[src/rtl/sorted_priority_queue_unit_macros.svh]
// Assertion macros shared by the queue's modules.
// Each macro expects a signal named clk and a signal named rst in scope.
`ifndef SORTED_PRIORITY_QUEUE_UNIT_MACROS_SVH
`define SORTED_PRIORITY_QUEUE_UNIT_MACROS_SVH

`ifndef ASSERT_OFF

// Check a property on every rising edge outside reset.
`define SPQ_ASSERT(name, prop) \
  name: assert property (@(posedge clk) disable iff (rst) prop) \
    else $error("queue check failed");

// Check a property on every rising edge, reset included.
`define SPQ_ASSERT_ALWAYS(name, prop) \
  name: assert property (@(posedge clk) prop) \
    else $error("queue check failed");

`else

`define SPQ_ASSERT(name, prop)

`define SPQ_ASSERT_ALWAYS(name, prop)

`endif

`endif

[src/rtl/spq_pkg.sv]
package spq_pkg;

  // Queue geometry and field widths.
  localparam int QUEUE_DEPTH = 16;
  localparam int ID_BITS     = 8;
  localparam int PRIO_BITS   = 16;
  localparam int CNT_W       = $clog2(QUEUE_DEPTH + 1);
  localparam int OCC_BITS    = 5;

  // Request kinds as they arrive on the input word.
  typedef enum logic [1:0] {
    REQ_INSERT = 2'd0,
    REQ_REMOVE = 2'd1,
    REQ_UPDATE = 2'd2,
    REQ_SERVE  = 2'd3
  } req_kind_t;

  // Result status codes.
  typedef enum logic [1:0] {
    ST_OK        = 2'd0,
    ST_NOT_FOUND = 2'd1,
    ST_EMPTY     = 2'd2,
    ST_FULL      = 2'd3
  } status_t;

  // Input word.
  typedef struct packed {
    req_kind_t              req_type;
    logic [ID_BITS-1:0]     entry_id;
    logic [PRIO_BITS-1:0]   prio_value;
  } req_word_t;

  // Output word.
  typedef struct packed {
    status_t                status;
    logic [ID_BITS-1:0]     served_id;
    logic [PRIO_BITS-1:0]   served_prio;
    logic [OCC_BITS-1:0]    occupancy;
  } rsp_word_t;

  // Operations the datapath applies to the slot row.
  typedef enum logic [1:0] {
    OP_NONE   = 2'd0,
    OP_INSERT = 2'd1,
    OP_REMOVE = 2'd2,
    OP_POP    = 2'd3
  } dp_op_t;

  // Commands from the controller to the datapath.
  typedef struct packed {
    logic   load;
    dp_op_t op;
    logic   save_rm;
    logic   use_rm;
    logic   emit;
  } dp_cmd_t;

  // Status from the datapath to the controller.
  typedef struct packed {
    req_kind_t kind;
  } dp_stat_t;

endpackage

[src/rtl/sorted_priority_queue_unit.sv]
// Sorted priority queue: a row of slot registers kept in descending priority order.
// The request word is registered on acceptance; the result word is registered when the
// controller executes the request, once the result register is free. An update removes
// and then re-inserts. A new request is accepted only when the controller is idle, after
// its accept, execute and (for an update) insert steps over the single slot row.
// Reset (synchronous, active high) empties the queue and clears all handshakes.
module sorted_priority_queue_unit (
  input  logic               clk,
  input  logic               rst,
  input  logic               req_valid,
  output logic               req_ready,
  input  spq_pkg::req_word_t req_word,
  output logic               rsp_valid,
  input  logic               rsp_ready,
  output spq_pkg::rsp_word_t rsp_word
);
  import spq_pkg::*;

  dp_cmd_t  cmd;
  dp_stat_t stat;

  // Sequencing of each request.
  spq_ctrl u_ctrl (
    .clk       (clk),
    .rst       (rst),
    .req_valid (req_valid),
    .req_ready (req_ready),
    .rsp_valid (rsp_valid),
    .rsp_ready (rsp_ready),
    .stat      (stat),
    .cmd       (cmd)
  );

  // Slot row, compares and the result register.
  spq_datapath u_datapath (
    .clk      (clk),
    .rst      (rst),
    .req_word (req_word),
    .cmd      (cmd),
    .stat     (stat),
    .rsp_word (rsp_word)
  );

endmodule

[src/rtl/spq_ctrl.sv]
`include "sorted_priority_queue_unit_macros.svh"

module spq_ctrl (
  input  logic             clk,
  input  logic             rst,
  input  logic             req_valid,
  output logic             req_ready,
  output logic             rsp_valid,
  input  logic             rsp_ready,
  input  spq_pkg::dp_stat_t stat,
  output spq_pkg::dp_cmd_t  cmd
);
  import spq_pkg::*;

  typedef enum logic [1:0] {
    S_IDLE = 2'd0,
    S_EXEC = 2'd1,
    S_INS  = 2'd2
  } state_t;

  state_t state;
  state_t state_next;
  logic   out_free;

  // The result register can take a new word when empty or being drained.
  assign out_free  = !rsp_valid || rsp_ready;
  assign req_ready = (state == S_IDLE);

  // Command decode.
  always_comb begin
    cmd        = '0;
    cmd.op     = OP_NONE;
    state_next = state;
    case (state)
      S_IDLE: begin
        if (req_valid) begin
          cmd.load   = 1'b1;
          state_next = S_EXEC;
        end
      end
      S_EXEC: begin
        if (out_free) begin
          case (stat.kind)
            REQ_INSERT: begin
              cmd.op     = OP_INSERT;
              cmd.emit   = 1'b1;
              state_next = S_IDLE;
            end
            REQ_REMOVE: begin
              cmd.op     = OP_REMOVE;
              cmd.emit   = 1'b1;
              state_next = S_IDLE;
            end
            REQ_UPDATE: begin
              // Remove first; the insert follows in the insert state, once the result register is free.
              cmd.op      = OP_REMOVE;
              cmd.save_rm = 1'b1;
              state_next  = S_INS;
            end
            REQ_SERVE: begin
              cmd.op     = OP_POP;
              cmd.emit   = 1'b1;
              state_next = S_IDLE;
            end
            default: begin
              state_next = S_IDLE;
            end
          endcase
        end
      end
      S_INS: begin
        if (out_free) begin
          cmd.op     = OP_INSERT;
          cmd.use_rm = 1'b1;
          cmd.emit   = 1'b1;
          state_next = S_IDLE;
        end
      end
      default: begin
        state_next = S_IDLE;
      end
    endcase
  end

  // State and the result valid flag.
  always_ff @(posedge clk) begin
    if (rst) begin
      state     <= S_IDLE;
      rsp_valid <= 1'b0;
    end else begin
      state <= state_next;
      if (cmd.emit) begin
        rsp_valid <= 1'b1;
      end else if (rsp_ready) begin
        rsp_valid <= 1'b0;
      end
    end
  end

  `SPQ_ASSERT(a_emit_only_when_free, cmd.emit |-> out_free)
  `SPQ_ASSERT(a_update_goes_to_insert,
              (state == S_EXEC && stat.kind == REQ_UPDATE && out_free) |=> state == S_INS)
  `SPQ_ASSERT(a_result_after_work, $rose(rsp_valid) |-> $past(state) != S_IDLE)

endmodule

[src/rtl/spq_datapath.sv]
`include "sorted_priority_queue_unit_macros.svh"

module spq_datapath (
  input  logic               clk,
  input  logic               rst,
  input  spq_pkg::req_word_t req_word,
  input  spq_pkg::dp_cmd_t   cmd,
  output spq_pkg::dp_stat_t  stat,
  output spq_pkg::rsp_word_t rsp_word
);
  import spq_pkg::*;

  // Slot row, held in queue order.
  logic [ID_BITS-1:0]   ids   [QUEUE_DEPTH];
  logic [PRIO_BITS-1:0] prios [QUEUE_DEPTH];
  logic [CNT_W-1:0]     count;

  req_word_t req_q;
  status_t   rm_st;

  logic [QUEUE_DEPTH-1:0] in_use;
  logic [QUEUE_DEPTH-1:0] hit;
  logic [QUEUE_DEPTH-1:0] ge;
  logic [QUEUE_DEPTH-1:0] past_hit;
  logic [QUEUE_DEPTH-1:0] prev_ge;
  logic                   found;
  logic                   empty;
  logic                   full;

  logic [ID_BITS-1:0]   up_ids     [QUEUE_DEPTH];
  logic [PRIO_BITS-1:0] up_prios   [QUEUE_DEPTH];
  logic [ID_BITS-1:0]   dn_ids     [QUEUE_DEPTH];
  logic [PRIO_BITS-1:0] dn_prios   [QUEUE_DEPTH];
  logic [ID_BITS-1:0]   ids_next   [QUEUE_DEPTH];
  logic [PRIO_BITS-1:0] prios_next [QUEUE_DEPTH];
  logic [CNT_W-1:0]     count_next;
  status_t              st_now;
  logic [ID_BITS-1:0]   sid;
  logic [PRIO_BITS-1:0] sprio;

  assign stat.kind = req_q.req_type;
  assign empty     = (count == '0);
  assign full      = (count == CNT_W'(QUEUE_DEPTH));

  // Per-slot compares against the held request.
  always_comb begin
    for (int i = 0; i < QUEUE_DEPTH; i++) begin
      in_use[i] = (CNT_W'(i) < count);
      hit[i]    = in_use[i] && (ids[i] == req_q.entry_id);
      ge[i]     = in_use[i] && (prios[i] >= req_q.prio_value);
    end
  end

  // Slots at or behind the first matching id, and the slots that follow an
  // entry of equal or higher priority.
  always_comb begin
    for (int i = 0; i < QUEUE_DEPTH; i++) begin
      past_hit[i] = hit[i];
      for (int j = 0; j < i; j++) begin
        past_hit[i] = past_hit[i] | hit[j];
      end
    end
    prev_ge[0] = 1'b0;
    for (int i = 1; i < QUEUE_DEPTH; i++) begin
      prev_ge[i] = ge[i-1];
    end
  end

  assign found = |hit;

  // Neighbour taps for shifting towards the tail and towards the head.
  always_comb begin
    up_ids[0]   = req_q.entry_id;
    up_prios[0] = req_q.prio_value;
    for (int i = 1; i < QUEUE_DEPTH; i++) begin
      up_ids[i]   = ids[i-1];
      up_prios[i] = prios[i-1];
    end
    for (int i = 0; i < QUEUE_DEPTH - 1; i++) begin
      dn_ids[i]   = ids[i+1];
      dn_prios[i] = prios[i+1];
    end
    dn_ids[QUEUE_DEPTH-1]   = ids[QUEUE_DEPTH-1];
    dn_prios[QUEUE_DEPTH-1] = prios[QUEUE_DEPTH-1];
  end

  // Next slot contents, fill count and result fields.
  always_comb begin
    for (int i = 0; i < QUEUE_DEPTH; i++) begin
      ids_next[i]   = ids[i];
      prios_next[i] = prios[i];
    end
    count_next = count;
    st_now     = ST_OK;
    sid        = '0;
    sprio      = '0;
    case (cmd.op)
      OP_INSERT: begin
        if (full) begin
          st_now = ST_FULL;
        end else begin
          st_now = cmd.use_rm ? rm_st : ST_OK;
          for (int i = 0; i < QUEUE_DEPTH; i++) begin
            if (!ge[i]) begin
              ids_next[i]   = prev_ge[i] ? req_q.entry_id   : up_ids[i];
              prios_next[i] = prev_ge[i] ? req_q.prio_value : up_prios[i];
            end
          end
          count_next = count + 1'b1;
        end
      end
      OP_REMOVE: begin
        if (empty) begin
          st_now = ST_EMPTY;
        end else if (!found) begin
          st_now = ST_NOT_FOUND;
        end else begin
          for (int i = 0; i < QUEUE_DEPTH; i++) begin
            if (past_hit[i]) begin
              ids_next[i]   = dn_ids[i];
              prios_next[i] = dn_prios[i];
            end
          end
          count_next = count - 1'b1;
        end
      end
      OP_POP: begin
        if (empty) begin
          st_now = ST_EMPTY;
        end else begin
          sid   = ids[0];
          sprio = prios[0];
          for (int i = 0; i < QUEUE_DEPTH; i++) begin
            ids_next[i]   = dn_ids[i];
            prios_next[i] = dn_prios[i];
          end
          count_next = count - 1'b1;
        end
      end
      default: begin
        st_now = ST_OK;
      end
    endcase
  end

  // Fill count.
  always_ff @(posedge clk) begin
    if (rst) begin
      count <= '0;
    end else begin
      count <= count_next;
    end
  end

  // Slot row, held request, saved remove status and the result word.
  always_ff @(posedge clk) begin
    for (int i = 0; i < QUEUE_DEPTH; i++) begin
      ids[i]   <= ids_next[i];
      prios[i] <= prios_next[i];
    end
    if (cmd.load) begin
      req_q <= req_word;
    end
    if (cmd.save_rm) begin
      rm_st <= st_now;
    end
    if (cmd.emit) begin
      rsp_word.status      <= st_now;
      rsp_word.served_id   <= sid;
      rsp_word.served_prio <= sprio;
      rsp_word.occupancy   <= OCC_BITS'(count_next);
    end
  end

  `SPQ_ASSERT(a_count_bound, count <= CNT_W'(QUEUE_DEPTH))
  `SPQ_ASSERT(a_insert_grows,
              (cmd.op == OP_INSERT && !full) |=> count == $past(count) + 1'b1)
  `SPQ_ASSERT(a_pop_shrinks,
              (cmd.op == OP_POP && !empty) |=> count == $past(count) - 1'b1)

endmodule
[config.mk]
export PLATFORM = sky130hd
export DESIGN_NAME = sorted_priority_queue_unit
export DESIGN_NICKNAME = d
export VERILOG_FILES = /design/src/rtl/spq_pkg.sv /design/src/rtl/sorted_priority_queue_unit.sv /design/src/rtl/spq_ctrl.sv /design/src/rtl/spq_datapath.sv
export VERILOG_INCLUDE_DIRS = /design/src /design/src/rtl
export SDC_FILE = /design/constraint.sdc
export NUM_CORES = 1
export LEC_CHECK = 0
export BUFFER_PORTS_ARGS = -buffer_cell sky130_fd_sc_hd__buf_2
export CORE_MARGIN = 1.5
export CORE_UTILIZATION = 48
export DETAILED_ROUTE_END_ITERATION = 10
export PLACE_DENSITY = 0.67
export SYNTH_ARGS = -nofsm -noshare
export SYNTH_HDL_FRONTEND = slang
export SYNTH_SLANG_ARGS = --single-unit
[constraint.sdc]
create_clock -name clk -period 7 [get_ports clk]
set_clock_uncertainty 0.2 [all_clocks]
set_input_delay 0.7 -clock clk [delete_from_list [all_inputs] [get_ports clk]]
set_output_delay 0.7 -clock clk [all_outputs]
set_load 0.02 [all_outputs]
==> results.yml, run 1 <==
status:
  status: "finished clean"
logic_synthesis:
  yosys_register_bits: 451
  synth_ff_type: "edfxtp_1"
  syn_area_sq_mm: 0.03537
  ys_async_sr_fraction_pct: 0
  yosysSeqAreaShare_pct: 38.07
  synth_edf_count: 443
  synthDistinctLibCells: 85
  ys_warn_count: 0
  netlist_instances: 3875
  avgSynthCellArea_sq_um: 9.126
  synth_nets: 4171
cells_and_area:
  drive_above_1_share_pct: 14.49
  final_cell_count_no_fill: 4727
  fin_area_sq_mm: 0.03794
  layout_common_cells: "nor2_1, edfxtp_1, nor3_1"
  n_antenna_cell: 0
  syn_to_final_growth_pct: 7.292
  nets: 4020
  layout.cells.most_common: "nor2_1"
  num-fill-cells: 6544
power_and_ir_drop:
  power.total_mw: 6.862
  ir_drop_v: 0.0002018
  p_comb_share_pct: 14.4
  p_switching_mw: 1.889
  internal_power_mw: 4.973
  swShare_pct: 27.53
  clkPwrFrac_pct: 41.7
  power.density_mw_per_mm2: 180.8
  pwr-share-seq_pct: 43.9
  p_leak_nw: 13.40
sta:
  tns_ns: 0
  finalSetupViolCount: 0
  slew_violations: 0
  hold_ws_ns: 0.04399
  fin_crit_sh_pct: 70.46
  rsz0062_at_grt: "no"
  finalCriticalPeriod_ns: 4.932
  max_slew_margin_pct: 15.15
  hold_viol: 0
  fmax_ghz: 0.2028
  worst_slew_pin_slew_ns: 1.273
detailed_routing:
  highest_layer: "met5"
  detail-route-antenna-nets: 0
  dr.pass1.iters: 6
  first_iter_violations: 3471
  drc: 0
  met2_wirelength_um: 51370
  wl_met1_um: 49550
  vias: 31388
  detail_route.wl_per_cell_um: 24.28
  routed_wl_um: 114800
  vias_per_cell: 6.640
  met3_length_um: 9931
grt:
  antenna_found_initial: 3
  overflow: 0
  grt_usage_pct: 29.80
  grt_first_pass_wirelength_um: 176300
  grt_pass1_vias: 29161
  grt_start_max_net_pins: 194
placement:
  placed_area_sq_mm: 0.03620
  place_inst: 4627
  dp_hpwl_um: 78090
  place_congestion: 0.8934
  numPortBuffers: 62
floorplan:
  ios: 63
  rows: 99
  initial_core_util_pct: 48.47
  dieWidth_um: 274.4
  die_area_sq_mm: 0.07531
  core_sq_mm: 0.07296
  die_y_um: 274.4
run:
  max-cap-violations: 0
cts:
  htreeDepth: 2
  cts-resized-gates: 0
  cts.path.max_buffers: 3
  cts_root_buf: "clkbuf_16"
  post_cts_buffers: 0
  cts_tree: "yes"
  clkTransAtPathRegs_ns: 0.06
  insertion_delay_ns: 0.63
  postCtsHoldBufs: 0
  numCtsBuffers: 54
  clock-sinks: 451
critical_path:
  cp.arrival_ns: 4.96
  crit_required_ns: 7.03
  crit_fanout: 24
  critPathCaptureType: "flop"
  critPathLaunchType: "flop"
  worstSetupPathType: "flop to flop"
worst_hold_path:
  worst_hold_path_type: "input pin to flop"
synth_stat cells (8+ instances only):
library cell | n | area share, %
nor4_1 | 19 | 0.34
inv_1 | 54 | 0.57
a2111oi_1 | 20 | 0.57
o31ai_1 | 66 | 1.4
nand2_1 | 348 | 3.7
o221a_2 | 199 | 6.3
a2111oi_2 | 24 | 1.0
xnor2_1 | 29 | 0.72
o21ai_0 | 211 | 3.0
o31a_1 | 11 | 0.27
nand3_1 | 69 | 0.98
a31oi_1 | 8 | 0.14
buf_6 | 28 | 0.89
buf_4 | 12 | 0.25
o22ai_1 | 56 | 0.99
nor3_1 | 359 | 5.1
xor2_1 | 99 | 2.5
a21o_1 | 85 | 1.8
o221ai_1 | 15 | 0.37
a221oi_1 | 19 | 0.47
ha_1 | 266 | 9.4
and3_1 | 13 | 0.23
and2_1 | 25 | 0.44
a211oi_1 | 37 | 0.79
o211ai_1 | 10 | 0.21
o21ai_1 | 20 | 0.28
dfxtp_1 | 8 | 0.45
clkbuf_1 | 234 | 2.5
nor2b_1 | 19 | 0.34
a21oi_1 | 284 | 4.0
buf_2 | 69 | 0.98
nand4_1 | 36 | 0.64
mux2i_1 | 25 | 0.71
o22ai_2 | 18 | 0.64
nor2_1 | 452 | 4.8
buf_1 | 18 | 0.19
edfxtp_1 | 443 | 38
o221a_1 | 18 | 0.57
nand2b_1 | 20 | 0.35
a2111oi_0 | 32 | 0.79
worst max-delay path: stages, from the launching register on:
cell and delay, ns:
dfxtp_1 0.78, inv_1 0.32, ha_1 0.31, o21ai_2 0.14, buf_4 0.36, nand4_1 0.22, nand2_1 0.32, and2b_1 0.46
nand2_1 0.23, nor2_1 0.13, a211oi_4 1.03
routing by layer:
layer | global-route usage [%] | up-vias
met1 | 41.59 | 15097
met3 | 4.685 | 196
met5 | 0 | -
met2 | 46.62 | 1599
li1 | - | 14494
met4 | 10.77 | 2
logic make-up (layout without fill, tap and decap cells):
group           Yosys count  count (layout)  synth area share, %
compound gates         1183            1183                25.07
xor+xnor                129             129                3.216
fa+ha+maj               266             266                9.411
buf+inv                 416             309                5.413
flops                   451             451                38.07
mux                      25              25               0.7076
simple gates           1405            1405                18.11
power by group through the flow:
stage | Clock, mW | Combinational [mW] | Sequential, mW
3_5_place_dp | 0 | 0.961 | 3.07
5_1_grt | 2.98 | 1.07 | 3.01
6_report | 2.86 | 0.985 | 3.01
3_3_place_gp | 0 | 0.938 | 3.07
2_1_floorplan | 0 | 0.693 | 3.07
4_1_cts | 2.89 | 0.965 | 3.01
state kept, by name, summed over array words and instances (netlist names):
name and count:
u_datapath.prios 256, u_ctrl.state 2, u_datapath.rsp_word 31, u_datapath.stat 2, u_datapath.req_q 24, u_datapath.count 5
u_datapath.rm_st 2, u_ctrl.rsp_valid 1, u_datapath.ids 128
through the flow:
| stage | utilization (%) | setup WS [ns] |
|---|---|---|
| 6_report | 52.01 | 2.068 |
| 3_5_place_dp | 49.62 | 2.208 |
| 5_1_grt | 52.01 | 1.833 |
| 3_3_place_gp | 49.62 | 2.273 |
| 4_1_cts | 52.01 | 2.174 |
| 2_1_floorplan | - | 1.904 |
path summary, 6_finish.rpt:
path	start	endpoint	slack, ns	cells after the start
max	u_datapath.count[1]$_SDFF_PP0_	u_datapath.prios[0][112]$_DFFE_PP_	2.07	10
min	req_word[19]	u_datapath.req_q[19]$_DFFE_PP_	0.04	1
max reg2reg	u_datapath.count[1]$_SDFF_PP0_	u_datapath.prios[0][112]$_DFFE_PP_	2.07	10
min reg2reg	u_ctrl.state[0]$_SDFFE_PP0P_	u_ctrl.state[0]$_SDFFE_PP0P_	0.34	2
final cells by class:
cell class	count	area, sq um	share of cell area [%]
flip-flops and latches	451	13460	35.48
clock inverters	30	239.0	0.6298
repair buffers	155	1046	2.757
inverters	54	202.7	0.5342
clock buffers	70	1505	3.967
multi-input cells	3008	20290	53.47
well taps	959	1200	3.162
Note: power is estimated with default switching activity, not from simulation.
==> run 2, diff against run 1 <==
ABC_AREA = 1   (was not set)
PLACE_DENSITY = 0.69   (was 0.67)
clock period = 4.2 ns   (was 7 ns; I/O delays follow)
==> run 2 against run 1 <==
Register-to-register slack worse by 1.7 ns. Sequential share of layout area up 5.0 points. Via count down 21%. Routed wire length down 29%. Total power up 140%. Design area down 12%. Critical path type unchanged. Critical endpoint is now u_datapath.prios[1][86]$_DFFE_PP_. Largest power group unchanged. Highest routed layer is now met4.
==> results.yml, run 2 <==
cts:
  cts_tree: "yes"
  clock-sinks: 451
  cts.path.max_buffers: 3
  htreeDepth: 2
  clkTransAtPathRegs_ns: 0.06
  numCtsBuffers: 51
  post_cts_buffers: 0
  cts-resized-gates: 0
  cts_root_buf: "clkbuf_16"
  insertion_delay_ns: 0.62
  postCtsHoldBufs: 29
cells_and_area:
  reg_top3: "u_datapath.prios x256, u_datapath.ids x128, u_datapath.rsp_word x31"
  largest_reg_flops: 256
  layout_common_cells: "o21ai_0, nand2_1, a21oi_1"
  finish.utilization_pct: 53.95
  seqCellArea_sq_mm: 0.01346
  drive_above_1_share_pct: 7.845
  syn_to_final_growth_pct: 11.08
  num-fill-cells: 5605
  n_antenna_cell: 0
  layout.cells.most_common: "o21ai_0"
  multi_input_area_sq_mm: 0.01381
  nets: 3889
  regMostFlops: "u_datapath.prios"
grt:
  grt_start_max_net_pins: 264
  antenna_found_initial: 0
  overflow: 0
  grt_first_pass_wirelength_um: 127100
  grt_usage_pct: 25.12
  grt_pass1_vias: 23684
detailed_routing:
  dr.pass1.iters: 5
  routed_wl_um: 81020
  vias_per_cell: 5.534
  detail-route-antenna-nets: 0
  detail_route.wl_per_cell_um: 18.12
  first_iter_violations: 2542
  drc: 0
  vias: 24738
power_and_ir_drop:
  p_leak_nw: 14.07
  power.total_mw: 16.27
  ir_drop_v: 0.0003495
  power.density_mw_per_mm2: 489.4
critical_path:
  worstSetupPathType: "flop to flop"
  cp.arrival_ns: 3.91
  r2r_start: "u_datapath.count[1]$_SDFF_PP0_"
  crit_fanout: 14
  cp-endpoint: "u_datapath.prios[1][86]$_DFFE_PP_"
  cp-startpoint: "u_datapath.count[1]$_SDFF_PP0_"
  critPathLaunchType: "flop"
  critPathCaptureType: "flop"
  reg2reg_to: "u_datapath.prios[1][86]$_DFFE_PP_"
  rrSetupSlack_ns: 0.39
  crit_required_ns: 4.31
  rr_worst_depth: 13
sta:
  max_slew_margin_pct: 17.43
  slew_violations: 0
  worst_slew_pin_slew_ns: 1.239
  finalSetupViolCount: 0
  fmax_ghz: 0.2627
  tns_ns: 0
  fin_crit_sh_pct: 90.64
  hold_viol: 0
  rsz0062_at_grt: "no"
  finalCriticalPeriod_ns: 3.807
logic_synthesis:
  synth_ff_type: "edfxtp_1"
  synth_top_area_share_pct: 44.46
  synth_most_common_cell: "o21ai_0"
  avgSynthCellArea_sq_um: 8.404
  netlist_instances: 3560
  syn_area_sq_mm: 0.02992
  synthDistinctLibCells: 37
  yosysSeqAreaShare_pct: 45.00
  ys_top_cells_by_count: "o21ai_0, nand2_1, a21oi_1"
  ys_warn_count: 0
  synth_edf_count: 443
  ys_async_sr_fraction_pct: 0
  ys_top_cells_by_area: "edfxtp_1, o21ai_0, ha_1, a21oi_1, nand2_1"
  synth_nets: 3856
  yosysTopAreaCell: "edfxtp_1"
  yosys_register_bits: 451
floorplan:
  die_area_sq_mm: 0.06383
  dieWidth_um: 252.7
  initial_core_util_pct: 48.57
  die_y_um: 252.7
  rows: 91
  ios: 63
  core_sq_mm: 0.06160
worst_hold_path:
  worstHoldStart: "u_ctrl.state[0]$_SDFFE_PP0P_"
  worst_hold_path_type: "flop to flop"
status:
  status: "finished clean"
placement:
  dp_hpwl_um: 59010
  numPortBuffers: 62
  place_congestion: 0.9202
run:
  max-cap-violations: 0
-- run 2: cell types whose count changed in the layout (fill, tap and decap cells not counted), sizes merged, moves of 179 or more --
cell   delta
o21ai   +557
inv     +410
nor3    -342
nor2    -310
o221a   -217
a21oi   +198
nand2   +179
-- run 2: worst min path at each step --
| stage | endpoint | slack (ns) | cells after the start |
|---|---|---|---|
| after floorplan | u_ctrl.state[0]$_SDFFE_PP0P_ | 0.26 | 2 |
| after global placement | u_ctrl.state[0]$_SDFFE_PP0P_ | 0.27 | 2 |
| after detailed placement | u_ctrl.state[0]$_SDFFE_PP0P_ | 0.28 | 2 |
| after CTS | u_datapath.req_q[0]$_DFFE_PP_ | 0.28 | 2 |
| after global routing | u_datapath.req_q[3]$_DFFE_PP_ | 0.31 | 2 |
| final | u_ctrl.state[0]$_SDFFE_PP0P_ | 0.32 | 2 |
-- run 2: cell type report --
type | count | share of cell area (%)
Clock buffer | 61 | 4.081
Clock inverter | 32 | 1.047
Inverter | 464 | 5.271
Multi-Input combinational cell | 2432 | 41.56
Sequential cell | 451 | 40.51
Tap cell | 837 | 3.151
Timing Repair Buffer | 193 | 4.375
-- run 2: layer usage --
layer / up-vias / share of wire (%) / wire length, um / track usage, %
met1: 11309 / 45 / 36390 / 35.51
met3: 138 / 7.6 / 6197 / 3.903
li1: 12401 / - / - / -
met5: - / 0 / 0 / 0
met4: 0 / 3.6 / 2884 / 9.136
met2: 890 / 44 / 35540 / 38.94
-- run 2: power by group --
part           switching [mW]  internal, mW  leakage [nW]
Clock                    1.89          2.77         0.839
Combinational            3.48          1.71          9.08
Sequential              0.349          6.06          4.15
-- run 2: through the flow --
stage / setup slack, ns / cells / instance area (sq um) / hold slack (ns)
after global routing: 0.1705 / 4470 / 33230 / 0.3098
after floorplan: 0.06271 / 3560 / 29920 / 0.2565
final: 0.3931 / 4470 / 33230 / 0.3186
after detailed placement: 0.4705 / 4348 / 31240 / 0.2811
after CTS: 0.4411 / 4470 / 33230 / 0.2832
after global placement: 0.5347 / 4348 / 31240 / 0.2745
-- run 2: cell families (layout without fill, tap and decap cells) --
family	Yosys count	after routing	synth area share, %
buffers and inverters	677	750	9.054
adder cells (fa/ha/maj)	266	266	11.12
AND/OR/NAND/NOR	808	808	11.06
AO/OA/AOI/OAI	1305	1305	22.21
XOR/XNOR	53	53	1.552
flip-flops	451	451	45.00
-- run 2: critical path, cell delays in order, from the launching register on --
cell and delay, ns:
dfxtp_1 0.51, inv_1 0.19, ha_1 0.25, o21ai_0 0.23, buf_4 0.18, nand3_1 0.12
nand3_1 0.27, nor2_2 0.10, nand3_4 0.12, inv_4 0.07, o21ai_4 0.20, nand2_4 0.07
nor2_2 0.67, buf_4 0.33
